<file path="src/hw/rtl/ssc_pkg.sv">
// Shared constants, types and byte fold function for the substring search block.
package ssc_pkg;

    localparam int NEEDLE_MAX_DEF  = 16;
    localparam int OFFSET_BITS_DEF = 32;

    localparam int CFG_INDEX_W = 2;
    localparam int CFG_DATA_W  = 64;

    localparam logic [CFG_INDEX_W-1:0] CFG_NEEDLE_LENGTH = 2'd0;
    localparam logic [CFG_INDEX_W-1:0] CFG_CASE_FOLD     = 2'd1;
    localparam logic [CFG_INDEX_W-1:0] CFG_NEEDLE_LOW    = 2'd2;
    localparam logic [CFG_INDEX_W-1:0] CFG_NEEDLE_HIGH   = 2'd3;

    localparam logic [7:0] UPPER_FIRST = 8'h41;  // 'A'
    localparam logic [7:0] UPPER_LAST  = 8'h5A;  // 'Z'
    localparam logic [7:0] FOLD_DELTA  = 8'h20;  // 'a' - 'A'

    // Control shared by every window cell
    typedef struct packed {
        logic accept;
        logic fold;
    } t_cell_ctl;

    function automatic logic [7:0] fold_byte(input logic [7:0] b, input logic en);
        if (en && (b >= UPPER_FIRST) && (b <= UPPER_LAST)) begin
            return b + FOLD_DELTA;
        end
        return b;
    endfunction

endpackage

</file>
<file path="src/hw/rtl/ssc_cell.sv">
// One window cell: holds one haystack byte, shifts it on, compares the incoming byte.
module ssc_cell (
    input  logic                i_clk,
    input  ssc_pkg::t_cell_ctl  i_ctl,
    input  logic                i_active,
    input  logic [7:0]          i_needle_byte,
    input  logic [7:0]          i_byte,
    output logic [7:0]          o_byte,
    output logic                o_hit
);

    logic [7:0] r_byte;
    logic [7:0] n_byte;

    // Stale bytes never reach a compare: the byte count gates every match.
    assign n_byte = i_ctl.accept ? i_byte : r_byte;

    always_ff @(posedge i_clk) begin
        r_byte <= n_byte;
    end

    assign o_byte = r_byte;
    assign o_hit  = !i_active ||
                    (ssc_pkg::fold_byte(i_byte, i_ctl.fold) ==
                     ssc_pkg::fold_byte(i_needle_byte, i_ctl.fold));

endmodule

</file>
<file path="src/hw/rtl/substring_search_case_fold.sv">
// Top level: config registers, window cell chain, byte count and result register.
//
//  channel | direction | handshake                 | word
//  --------+-----------+---------------------------+------------------------------------
//  in      | input     | i_in_valid / o_in_ready   | i_data_byte, i_last_byte
//  out     | output    | o_out_valid / i_out_ready | o_found, o_match_offset, o_too_long
//  cfg     | input     | i_cfg_wr_en               | i_cfg_index, i_cfg_data
//
// One byte per cycle; the result appears the cycle after the last byte is taken.
// Each cell compares its incoming byte in the same cycle it shifts, so the
// window compare is one parallel pass through the cell row.
// While a result word waits and the output is not ready, every input byte is held
// off; a result taken in the same cycle frees the input at once.
// Reset is synchronous and clears config, count, match state and the result valid
// flag; window bytes are not reset.
module substring_search_case_fold #(
    parameter int NEEDLE_MAX  = ssc_pkg::NEEDLE_MAX_DEF,
    parameter int OFFSET_BITS = ssc_pkg::OFFSET_BITS_DEF
) (
    input  logic                            i_clk,
    input  logic                            i_rst_n,
    input  logic                            i_in_valid,
    output logic                            o_in_ready,
    input  logic [7:0]                      i_data_byte,
    input  logic                            i_last_byte,
    output logic                            o_out_valid,
    input  logic                            i_out_ready,
    output logic                            o_found,
    output logic [31:0]                     o_match_offset,
    output logic                            o_too_long,
    input  logic                            i_cfg_wr_en,
    input  logic [ssc_pkg::CFG_INDEX_W-1:0] i_cfg_index,
    input  logic [ssc_pkg::CFG_DATA_W-1:0]  i_cfg_data
);

    localparam int LEN_W = $clog2(NEEDLE_MAX + 1);
    localparam int IDX_W = $clog2(NEEDLE_MAX);
    localparam int CMP_W = (LEN_W > 5) ? LEN_W : 5;
    localparam int NB    = NEEDLE_MAX * 8;

    // configuration
    logic [4:0]  r_needle_length;
    logic        r_case_fold;
    logic [63:0] r_needle_low;
    logic [63:0] r_needle_high;

    always_ff @(posedge i_clk) begin
        if (!i_rst_n) begin
            r_needle_length <= '0;
            r_case_fold     <= 1'b0;
            r_needle_low    <= '0;
            r_needle_high   <= '0;
        end else if (i_cfg_wr_en) begin
            case (i_cfg_index)
                ssc_pkg::CFG_NEEDLE_LENGTH: r_needle_length <= i_cfg_data[4:0];
                ssc_pkg::CFG_CASE_FOLD:     r_case_fold     <= i_cfg_data[0];
                ssc_pkg::CFG_NEEDLE_LOW:    r_needle_low    <= i_cfg_data;
                ssc_pkg::CFG_NEEDLE_HIGH:   r_needle_high   <= i_cfg_data;
                default: ;
            endcase
        end
    end

    // clamped needle length
    logic [CMP_W-1:0] w_len_wide;
    logic [CMP_W-1:0] w_len_clamp;
    logic [LEN_W-1:0] w_len;

    assign w_len_wide  = CMP_W'(r_needle_length);
    assign w_len_clamp = (w_len_wide > CMP_W'(NEEDLE_MAX)) ? CMP_W'(NEEDLE_MAX) : w_len_wide;
    assign w_len       = w_len_clamp[LEN_W-1:0];

    // needle bytes past the two registers read as zero
    logic [NB+127:0] w_needle_full;
    logic [7:0]      w_needle_byte [NEEDLE_MAX];

    assign w_needle_full = {{NB{1'b0}}, r_needle_high, r_needle_low};

    // handshake
    logic r_out_valid;
    logic w_accept;

    assign o_in_ready  = !r_out_valid || i_out_ready;
    assign w_accept    = i_in_valid && o_in_ready;
    assign o_out_valid = r_out_valid;

    ssc_pkg::t_cell_ctl w_ctl;
    assign w_ctl.accept = w_accept;
    assign w_ctl.fold   = r_case_fold;

    // cell row, cell 0 takes the newest byte
    logic [7:0]            w_chain [NEEDLE_MAX];
    logic [NEEDLE_MAX-1:0] w_hit;

    assign w_chain[0] = i_data_byte;

    for (genvar k = 0; k < NEEDLE_MAX; k++) begin : g_cell
        logic             w_active;
        logic [LEN_W-1:0] w_pos;

        assign w_needle_byte[k] = w_needle_full[8*k +: 8];
        assign w_active = LEN_W'(k) < w_len;
        // cell k lines up with needle byte len-1-k
        assign w_pos    = w_len - LEN_W'(1) - LEN_W'(k);

        if (k < NEEDLE_MAX - 1) begin : g_mid
            ssc_cell u_cell (
                .i_clk         (i_clk),
                .i_ctl         (w_ctl),
                .i_active      (w_active),
                .i_needle_byte (w_needle_byte[w_pos[IDX_W-1:0]]),
                .i_byte        (w_chain[k]),
                .o_byte        (w_chain[k+1]),
                .o_hit         (w_hit[k])
            );
        end else begin : g_end
            ssc_cell u_cell (
                .i_clk         (i_clk),
                .i_ctl         (w_ctl),
                .i_active      (w_active),
                .i_needle_byte (w_needle_byte[w_pos[IDX_W-1:0]]),
                .i_byte        (w_chain[k]),
                .o_byte        (),
                .o_hit         (w_hit[k])
            );
        end
    end

    // byte count and match tracking
    logic [OFFSET_BITS-1:0] r_seen;
    logic                   r_sat;
    logic                   r_match;
    logic [OFFSET_BITS-1:0] r_first;

    logic [OFFSET_BITS-1:0] n_seen;
    logic                   n_sat;
    logic                   n_match;
    logic [OFFSET_BITS-1:0] n_first;
    logic                   w_len_zero;
    logic                   w_new_hit;

    assign w_len_zero = (w_len == '0);

    always_comb begin
        n_sat   = r_sat || (r_seen == '1);
        n_seen  = (r_seen == '1) ? r_seen : r_seen + OFFSET_BITS'(1);
        n_match = r_match;
        n_first = r_first;
        w_new_hit = !n_sat && !r_match && !w_len_zero &&
                    (n_seen >= OFFSET_BITS'(w_len)) && (&w_hit);
        if (w_new_hit) begin
            n_match = 1'b1;
            n_first = n_seen - OFFSET_BITS'(w_len);
        end
    end

    always_ff @(posedge i_clk) begin
        if (!i_rst_n) begin
            r_seen  <= '0;
            r_sat   <= 1'b0;
            r_match <= 1'b0;
            r_first <= '0;
        end else if (w_accept) begin
            if (i_last_byte) begin
                r_seen  <= '0;
                r_sat   <= 1'b0;
                r_match <= 1'b0;
                r_first <= '0;
            end else begin
                r_seen  <= n_seen;
                r_sat   <= n_sat;
                r_match <= n_match;
                r_first <= n_first;
            end
        end
    end

    // result register
    logic [OFFSET_BITS+31:0] w_first_ext;
    logic                    r_found;
    logic [31:0]             r_offset;
    logic                    r_too_long;

    assign w_first_ext = {32'd0, n_first};

    always_ff @(posedge i_clk) begin
        if (!i_rst_n) begin
            r_out_valid <= 1'b0;
        end else if (w_accept && i_last_byte) begin
            r_out_valid <= 1'b1;
        end else if (i_out_ready) begin
            r_out_valid <= 1'b0;
        end
    end

    always_ff @(posedge i_clk) begin
        if (w_accept && i_last_byte) begin
            r_found    <= w_len_zero || n_match;
            r_offset   <= (!w_len_zero && n_match) ? w_first_ext[31:0] : 32'd0;
            r_too_long <= n_sat;
        end
    end

    assign o_found        = r_found;
    assign o_match_offset = r_offset;
    assign o_too_long     = r_too_long;

endmodule

</file>
<file path="config.mk">
export PLATFORM = sky130hd
export DESIGN_NAME = substring_search_case_fold
export DESIGN_NICKNAME = d
export VERILOG_FILES = /design/src/hw/rtl/ssc_pkg.sv /design/src/hw/rtl/ssc_cell.sv /design/src/hw/rtl/substring_search_case_fold.sv
export SDC_FILE = /design/constraint.sdc
export NUM_CORES = 1
export LEC_CHECK = 0
export BUFFER_PORTS_ARGS = -buffer_cell sky130_fd_sc_hd__buf_4
export CORE_ASPECT_RATIO = 1.2
export CORE_UTILIZATION = 28
export DETAILED_ROUTE_END_ITERATION = 8
export SKIP_CTS_REPAIR_TIMING = 1
export SKIP_LAST_GASP = 1
export SLEW_MARGIN = 20
export SYNTH_ARGS = -nofsm -noshare
export SYNTH_HDL_FRONTEND = slang
export SYNTH_SLANG_ARGS = --single-unit
</file>
<file path="constraint.sdc">
create_clock -name i_clk -period 16.5 [get_ports i_clk]
set_clock_uncertainty 0.15 [all_clocks]
set_input_delay 0 -clock i_clk [delete_from_list [all_inputs] [get_ports i_clk]]
set_output_delay 0 -clock i_clk [all_outputs]
set_load 0.02 [all_outputs]
</file>
==> qor.csv, run 1 <==
stage;metric;value;unit
run_status;status;completed;
worst_setup_path;Worst Path Max Fanout;38;
power;clock share of power;0.352;
placed_design;Final Wtd Congestion;1.06;
worst_setup_path;Worst Reg2Reg Path Length in Cells;23;
logic_synthesis;mapped cell area;26600;µm²
worst_setup_path;Slowest-stage cell, CP;a21oi_2;
global_routing;pin count of the biggest net entering global routing;104;
sta;Slew Viols, Final;0;
cts;H-tree levels;2;
worst_setup_path;CP top delay family;buffers and inverters;
sta;setup violators final;0;
cells_and_area;Antenna diodes;0;
cells_and_area;layout cells sized above 1;0.136;
sta;Max Clk Rate;118;MHz
routing;Routed Antenna Nets;0;
sta;Final Hold Fails;0;
cts;TritonCTS clock tree;built;
sta;pin slew with the least headroom to its limit;1.24;ns
worst_setup_path;most frequent CP cell;buf_4;
logic_synthesis;Distinct cells, synth;101;
logic_synthesis;Seq/Total Area, Yosys;0.325;
die;Core ar.;94000;µm²
cells_and_area;P&R area growth vs syn;15.3;%
logic_synthesis;syn_area_per_cell;8.84;µm²
global_routing;grt ovf;0;
min_path;Tightest Hold Check Type;input port to flop;
cells_and_area;fill count;9720;
logic_synthesis;post-synthesis async set-or-reset flop share;0;
logic_synthesis;top_reg_cell synth;dfxtp_1;
die;die area;96400;µm²
routing;Initial DRC Count;2382;
power;Comb pwr share;0.241;
routing;# DRC;0;
die;Horiz. Die Dim;284;µm
worst_setup_path;cell depth of the worst setup path;23;
power;internal power;1650;µW
flow_run;Max Cap Violations;0;
power;part of the power in registers;0.408;
die;initial core utilization;0.283;
logic_synthesis;post-synth top area cell;edfxtp_1;
cells_and_area;Final Util;0.327;
logic_synthesis;post-synthesis register bit count;355;
routing;Initial DRT Pass Iterations;6;
worst_setup_path;Largest stage delay, worst path;0.78;ns
power;Sw Ratio;0.331;
worst_setup_path;worst r2r src;r_needle_length[4];
routing;vias post-DR;24958;
worst_setup_path;Setup crit end kind;flop;
worst_setup_path;CP Capture Point;o_match_offset[2];
cts;Worst-path clk slew;0.06;ns
worst_setup_path;Worst Path Required;16.81;ns
power;Leak;0.0113;µW
global_routing;vias in the first global route;23050;
cts;CTS sink cnt;355;
cts;Worst-Skew Late Latency;0.61;ns
routing;vias per inst;5.71;
cts;Root Buffer;clkbuf_16;
cts;CTS Buffer Depth;3;
die;placement row count;123;
routing;DR WL/cell;25.1;µm
logic_synthesis;Synth top area share;0.174;
cts;total CTS buffers;38;
logic_synthesis;Post-Synthesis Cells;3013;
logic_synthesis;Post-synth EDFFs;154;
worst_setup_path;Critical Path Source Type;flop;
die;die height;340;µm
routing;DRT Wirelength;110;mm
placed_design;post-DP HPWL;81.6;mm
logic_synthesis;Syn. warnings;0;
worst_setup_path;reg2reg end;o_match_offset[2];
worst_setup_path;CP cell instances;buf_4 > nand2b_2 > buf_4 > ha_1 > buf_4 > nor2b_1 > mux2_2 > a21oi_2 > mux4_2 > mux2i_1 > inv_1 > ha_1 > nand2b_1 > nand2_1 > mux2_1 > o21a_1 > nor4_1 > nand4_2 > buf_4 > nor3_4 > buf_4 > a22oi_1 > nor2_1;
worst_setup_path;Bufs and invs on worst path;6;
worst_setup_path;kind of critical path;flop to flop;
die;num ports;116;
sta;setup TNS;0;ns
global_routing;gr usage total;0.219;
global_routing;initial antenna violation count;1;
logic_synthesis;Mapped Nets;3135;
power;switching power;819;µW
worst_setup_path;flop2flop setup slack;8.02;ns
sta;Max-Slew Margin vs Limit;0.169;
logic_synthesis;most common cell in the synthesized netlist;nand2_1;
power;VDD IR-drop max;0.0708;mV
worst_setup_path;Critical Path Start;r_needle_length[4];
sta;minimum clock period;8.48;ns
logic_synthesis;Synth area leaders;edfxtp_1 17%, dfxtp_1 15%, mux2i_1 10%, mux4_2 6.7%, nand2_1 6.4%;
sta;period utilization;0.514;
sta;unrepaired setup endpoints after global routing;false;
global_routing;first-pass GRT wire length;158;mm
logic_synthesis;Commonest cells post-synth;452 x nand2_1, 275 x mux2i_1, 239 x a21oi_1, 220 x nor2_1, 201 x dfxtp_1;
placed_design;IO Port Bufs;115;
cells_and_area;final-stage net count;3217;
power;Pwr Density;80.5;nW/µm²
worst_setup_path;WP data arrival;8.79;ns
## worst register-to-register path, cell delays in order (launching register included)
cell	delay, ns
dfxtp_2	0.62
buf_4	0.50
nand2b_2	0.47
buf_4	0.49
ha_1	0.21
buf_4	0.40
nor2b_1	0.10
mux2_2	0.35
a21oi_2	0.78
mux4_2	0.65
mux2i_1	0.38
inv_1	0.09
ha_1	0.30
nand2b_1	0.10
nand2_1	0.04
mux2_1	0.28
o21a_1	0.19
nor4_1	0.38
nand4_2	0.15
buf_4	0.29
nor3_4	0.72
buf_4	0.41
a22oi_1	0.12
nor2_1	0.14
## area by class of cell
cell class              instances  area [µm²]  area share
well taps                    1250        1560      0.0509
clock buffers                  53        1040      0.0338
multi-input cells            2400       17000       0.553
clock inverters                16         194     0.00632
flip-flops and latches        355        8650       0.282
inverters                      52         205     0.00668
repair buffers                248        2060      0.0672
## layout by cell type, fill, tap and decap left out, types with 14 or more instances in the layout
cell type	synthesis	routed
dfxtp_1	201	199
a22oi_1	59	59
nor2_1	220	219
edfxtp_1	154	154
mux2_2	59	59
o211ai_1	40	40
nor3_1	69	69
nand3_1	99	98
ha_1	41	41
mux4_2	79	79
o21ai_0	84	84
and3_1	21	20
xor2_1	82	82
dlygate4sd3_1	0	81
and3b_1	25	25
nand2b_1	16	14
or3_1	24	24
a211oi_1	39	39
mux2i_1	275	275
or2_2	14	14
o22ai_1	24	24
a31oi_1	37	37
inv_1	47	46
nor4_1	32	29
a21oi_1	239	239
nand4_1	38	38
a21o_1	16	16
buf_4	11	167
xnor2_1	111	108
clkbuf_16	0	38
nand2_1	452	452
## worst min-delay path by stage
stage	slack, ns	startpoint	depth (start not counted)	to
2_1_floorplan	-0.05	i_data_byte[0]	0	g_cell[0].g_mid.u_cell.o_byte[0]
3_3_place_gp	0.06	i_data_byte[7]	1	g_cell[0].g_mid.u_cell.o_byte[7]
3_5_place_dp	0.06	i_data_byte[7]	1	g_cell[0].g_mid.u_cell.o_byte[7]
4_1_cts	-0.55	i_data_byte[7]	1	g_cell[0].g_mid.u_cell.o_byte[7]
5_1_grt	0.03	i_data_byte[5]	2	g_cell[0].g_mid.u_cell.o_byte[5]
6_report	0.04	i_data_byte[5]	2	g_cell[0].g_mid.u_cell.o_byte[5]
## flip-flops by register name, indices dropped and copies added, names as in the netlist
| name | flops |
|---|---|
| r_match | 1 |
| r_needle_high | 64 |
| o_found | 1 |
| r_case_fold | 1 |
| r_needle_length | 5 |
| r_seen | 32 |
| o_too_long | 1 |
| r_needle_low | 64 |
| r_sat | 1 |
| o_match_offset | 32 |
| g_cell.g_mid.u_cell.o_byte | 120 |
| o_out_valid | 1 |
| r_first | 32 |
## cell families after synthesis
kind of cell,Yosys count,synth area share
xor+xnor,197,0.0668
mux,415,0.196
buf+inv,258,0.0406
flops,355,0.325
fa+ha+maj,42,0.0200
compound gates,659,0.159
simple gates,1087,0.192
## power groups by stage
stage	Combinational (µW)	Clock (µW)	Sequential [µW]
5_1_grt	630	917	1010
2_1_floorplan	382	0	1000
3_5_place_dp	564	0	1020
6_report	595	869	1010
3_3_place_gp	563	0	1030
4_1_cts	566	886	1010
## routing by layer
| metal | routed length, µm | global-route usage | part of all wire | vias up |
|---|---|---|---|---|
| met3 | 8090 | 0.0420 | 0.074 | 318 |
| met4 | 8430 | 0.147 | 0.077 | 2 |
| met1 | 41800 | 0.258 | 0.38 | 12092 |
| li1 | - | - | - | 11349 |
| met5 | 13 | 0 | 0.00012 | - |
| met2 | 51500 | 0.363 | 0.47 | 1197 |
## metrics by stage
stage	hold WS (ns)	instances	total power (µW)	setup slack [ns]	area, µm²
finish	0.0395	4374	2470	8.02	30700
floorplan	-0.0511	3013	1390	10.39	26600
global placement	0.0587	4224	1590	8.18	28600
CTS	-0.554	4293	2460	8.08	29900
global route	0.0347	4374	2560	7.60	30700
detailed placement	0.0556	4224	1590	8.12	28600
Note: power is estimated with default switching activity, not from simulation.
==> inputs of run 2 (changes only) <==
--- a/config.mk
+++ b/config.mk
@@ -5,6 +5,7 @@
 export SDC_FILE = /design/constraint.sdc
 export NUM_CORES = 1
 export LEC_CHECK = 0
+export ABC_AREA = 1
 export BUFFER_PORTS_ARGS = -buffer_cell sky130_fd_sc_hd__buf_4
 export CORE_ASPECT_RATIO = 1.2
 export CORE_UTILIZATION = 28
==> constraint.sdc (replaced) <==
create_clock -name i_clk -period 7.1 [get_ports i_clk]
set_clock_uncertainty 0.15 [all_clocks]
set_input_delay 0 -clock i_clk [delete_from_list [all_inputs] [get_ports i_clk]]
set_output_delay 0 -clock i_clk [all_outputs]
set_load 0.02 [all_outputs]
==> run 2 against run 1 <==
Compared with the run above: sequential share of layout area shrank 1.0 points; critical path depth grew 2; global-route usage grew 2.4 points; non-clock buffer count grew 14; design area grew 3.7%; total power grew to 2.9 times the previous value; die area grew 3.2%; maximum frequency grew 42%; wire length grew 12%; synthesized area grew 3.2%; via count grew 22%; critical path type unchanged; largest cell class unchanged; highest routed layer unchanged.
==> qor.csv, run 2 <==
stage;metric;value;unit
run_status;status;completed;
worst_setup_path;Critical Path Start;r_needle_length[4];
cts;Worst-path clk slew;0.06;ns
cells_and_area;most frequent cells in the layout;1678 x nand2_1, 698 x nand3_1, 418 x inv_1;
sta;pin slew with the least headroom to its limit;1.27;ns
cts;total CTS buffers;42;
worst_setup_path;CP Capture Point;o_match_offset[28];
global_routing;grt ovf;0;
cells_and_area;layout cells sized above 1;0.0718;
cells_and_area;final-stage net count;4701;
logic_synthesis;Post-Synthesis Cells;4477;
placed_design;post-DP HPWL;94.9;mm
die;num ports;116;
logic_synthesis;post-synthesis register bit count;355;
routing;Routed Antenna Nets;0;
worst_setup_path;Worst Reg2Reg Path Length in Cells;25;
power;Leak;0.0146;µW
cells_and_area;max reg flops;120;
global_routing;pin count of the biggest net entering global routing;128;
die;die area;99400;µm²
placed_design;Final Wtd Congestion;1.09;
logic_synthesis;Seq/Total Area, Yosys;0.315;
cells_and_area;Antenna diodes;0;
placed_design;DP Worst Slack;1.30;ns
cts;CTS sink cnt;355;
worst_setup_path;kind of critical path;flop to flop;
placed_design;placed cell areas;29400;µm²
worst_setup_path;flop2flop setup slack;1.12;ns
sta;minimum clock period;5.98;ns
routing;Initial DRC Count;2889;
sta;period utilization;0.842;
routing;vias post-DR;30366;
worst_setup_path;Setup crit end kind;flop;
die;initial core utilization;0.283;
power;VDD IR-drop max;0.171;mV
worst_setup_path;Worst Path Required;7.40;ns
cells_and_area;Non-Filler Instances;5882;
sta;setup TNS;0;ns
min_path;Tightest Hold Check Type;input port to flop;
logic_synthesis;Synth area leaders;nand2_1 23%, edfxtp_1 17%, dfxtp_1 15%, nand3_1 13%, inv_1 5.7%;
cts;Root Buffer;clkbuf_16;
global_routing;initial antenna violation count;1;
sta;unrepaired setup endpoints after global routing;false;
cts;TritonCTS clock tree;built;
worst_setup_path;Worst Path Max Fanout;55;
power;Pwr Density;227;nW/µm²
routing;# DRC;0;
logic_synthesis;most common cell in the synthesized netlist;nand2_1;
sta;post-route setup slack;1.12;ns
logic_synthesis;Syn. warnings;0;
die;Horiz. Die Dim;288;µm
sta;Final Hold Fails;0;
cts;CTS Buffer Depth;3;
cells_and_area;most common cell after layout, fill and taps aside;nand2_1;
logic_synthesis;Mapped Nets;4599;
logic_synthesis;post-synth top area cell;nand2_1;
routing;DR WL/cell;21.0;µm
worst_setup_path;WP data arrival;6.28;ns
logic_synthesis;mapped cell area;27500;µm²
logic_synthesis;Post-synth EDFFs;154;
placed_design;IO Port Bufs;115;
worst_setup_path;reg2reg end;o_match_offset[28];
global_routing;vias in the first global route;27867;
global_routing;first-pass GRT wire length;180;mm
logic_synthesis;syn_area_per_cell;6.14;µm²
logic_synthesis;post-synthesis async set-or-reset flop share;0;
cts;Worst-Skew Late Latency;0.62;ns
logic_synthesis;Synth top area share;0.229;
routing;DRT Wirelength;124;mm
sta;Max-Slew Margin vs Limit;0.146;
sta;setup violators final;0;
global_routing;gr usage total;0.243;
routing;Initial DRT Pass Iterations;8;
cts;H-tree levels;2;
cells_and_area;P&R area growth vs syn;15.8;%
cells_and_area;cell area after layout;31800;µm²
routing;vias per inst;5.16;
die;Core ar.;97100;µm²
sta;Slew Viols, Final;0;
die;placement row count;125;
logic_synthesis;Distinct cells, synth;44;
die;die height;345;µm
worst_setup_path;Critical Path Source Type;flop;
flow_run;Max Cap Violations;0;
worst_setup_path;worst r2r src;r_needle_length[4];
logic_synthesis;Commonest cells post-synth;1680 x nand2_1, 700 x nand3_1, 420 x inv_1, 255 x nor2_1, 217 x a21oi_1;
placed_design;Inst Count DP;5699;
sta;final hold slack;0.0107;ns
sta;Max Clk Rate;167;MHz
logic_synthesis;top_reg_cell synth;dfxtp_1;
[run 2: changes by cell type in the layout (fill, tap and decap cells not counted), sizes merged, moves of 82 or more]
cell   before   now
xnor2     113    31
nand3     100   712
o21ai      85   208
inv        52   432
nand2     453  1713
mux2i     276     0
[run 2: how the worst min path moves through the flow]
stage	startpoint	cells past startpoint	slack [ns]	end
finish	i_data_byte[7]	2	0.01	g_cell[0].g_mid.u_cell.o_byte[7]
floorplan	i_data_byte[0]	0	-0.05	g_cell[0].g_mid.u_cell.o_byte[0]
CTS	i_data_byte[5]	1	-0.57	g_cell[0].g_mid.u_cell.o_byte[5]
global placement	i_data_byte[7]	1	0.07	g_cell[0].g_mid.u_cell.o_byte[7]
detailed placement	i_data_byte[7]	1	0.07	g_cell[0].g_mid.u_cell.o_byte[7]
global route	i_data_byte[5]	2	0.007	g_cell[0].g_mid.u_cell.o_byte[5]
[run 2: kinds of logic (layout without fill, tap and decap cells)]
| kind of cell | after synthesis | after routing | synth area share |
|---|---|---|---|
| adder cells (fa/ha/maj) | 42 | 42 | 0.0194 |
| flip-flops | 355 | 355 | 0.315 |
| buffers and inverters | 635 | 770 | 0.0944 |
| XOR/XNOR | 100 | 100 | 0.0319 |
| AO/OA/AOI/OAI | 478 | 478 | 0.0929 |
| AND/OR/NAND/NOR | 2867 | 2867 | 0.447 |
[run 2: per-layer routing]
layer,global-route usage,wire [µm],up-vias
met2,0.391,55900,1224
met1,0.292,48500,14055
li1,-,-,14771
met5,0,14,-
met4,0.172,10200,2
met3,0.0398,8850,314
[run 2: cell type report]
class                           instances  area (µm²)
Fill cell                           10591       65300
Clock inverter                         26         274
Clock buffer                           51        1110
Timing Repair Buffer                  262        2280
Tap cell                             1270        1590
Inverter                              431        1620
Multi-Input combinational cell       3487       16300
Sequential cell                       355        8650
[run 2: critical path: stages, from the launching register on]
cell and delay [ns]:
dfxtp_1 0.51, inv_2 0.17, nand2_2 0.16, buf_4 0.31, buf_4 0.62, ha_1 0.33, inv_1 0.08, nand3_1 0.09
nand2_2 0.50, nand3_1 0.23, nand2_1 0.23, o21ai_2 0.27, nand2_1 0.07, nor2_1 0.12, nand3_1 0.18, o21bai_1 0.17
nand2_1 0.06, nor2_1 0.08, nand2_1 0.11, nand2_1 0.11, nand3_1 0.12, nor2_4 0.17, nand2_2 0.08, nand2_2 0.07
nand2_2 0.47, a21oi_2 0.29
[run 2: stage by stage]
step / total power (µW) / util
5_1_grt: 7600 / 0.328
3_3_place_gp: 4920 / 0.302
2_1_floorplan: 4040 / -
6_report: 7240 / 0.328
4_1_cts: 7150 / 0.317
3_5_place_dp: 4930 / 0.302
[run 2: power by group]
part,internal (µW),leakage (µW),switching (µW)
clock,1250,0.000677,972
sequential,2240,0.00312,105
combinational,734,0.0108,1950
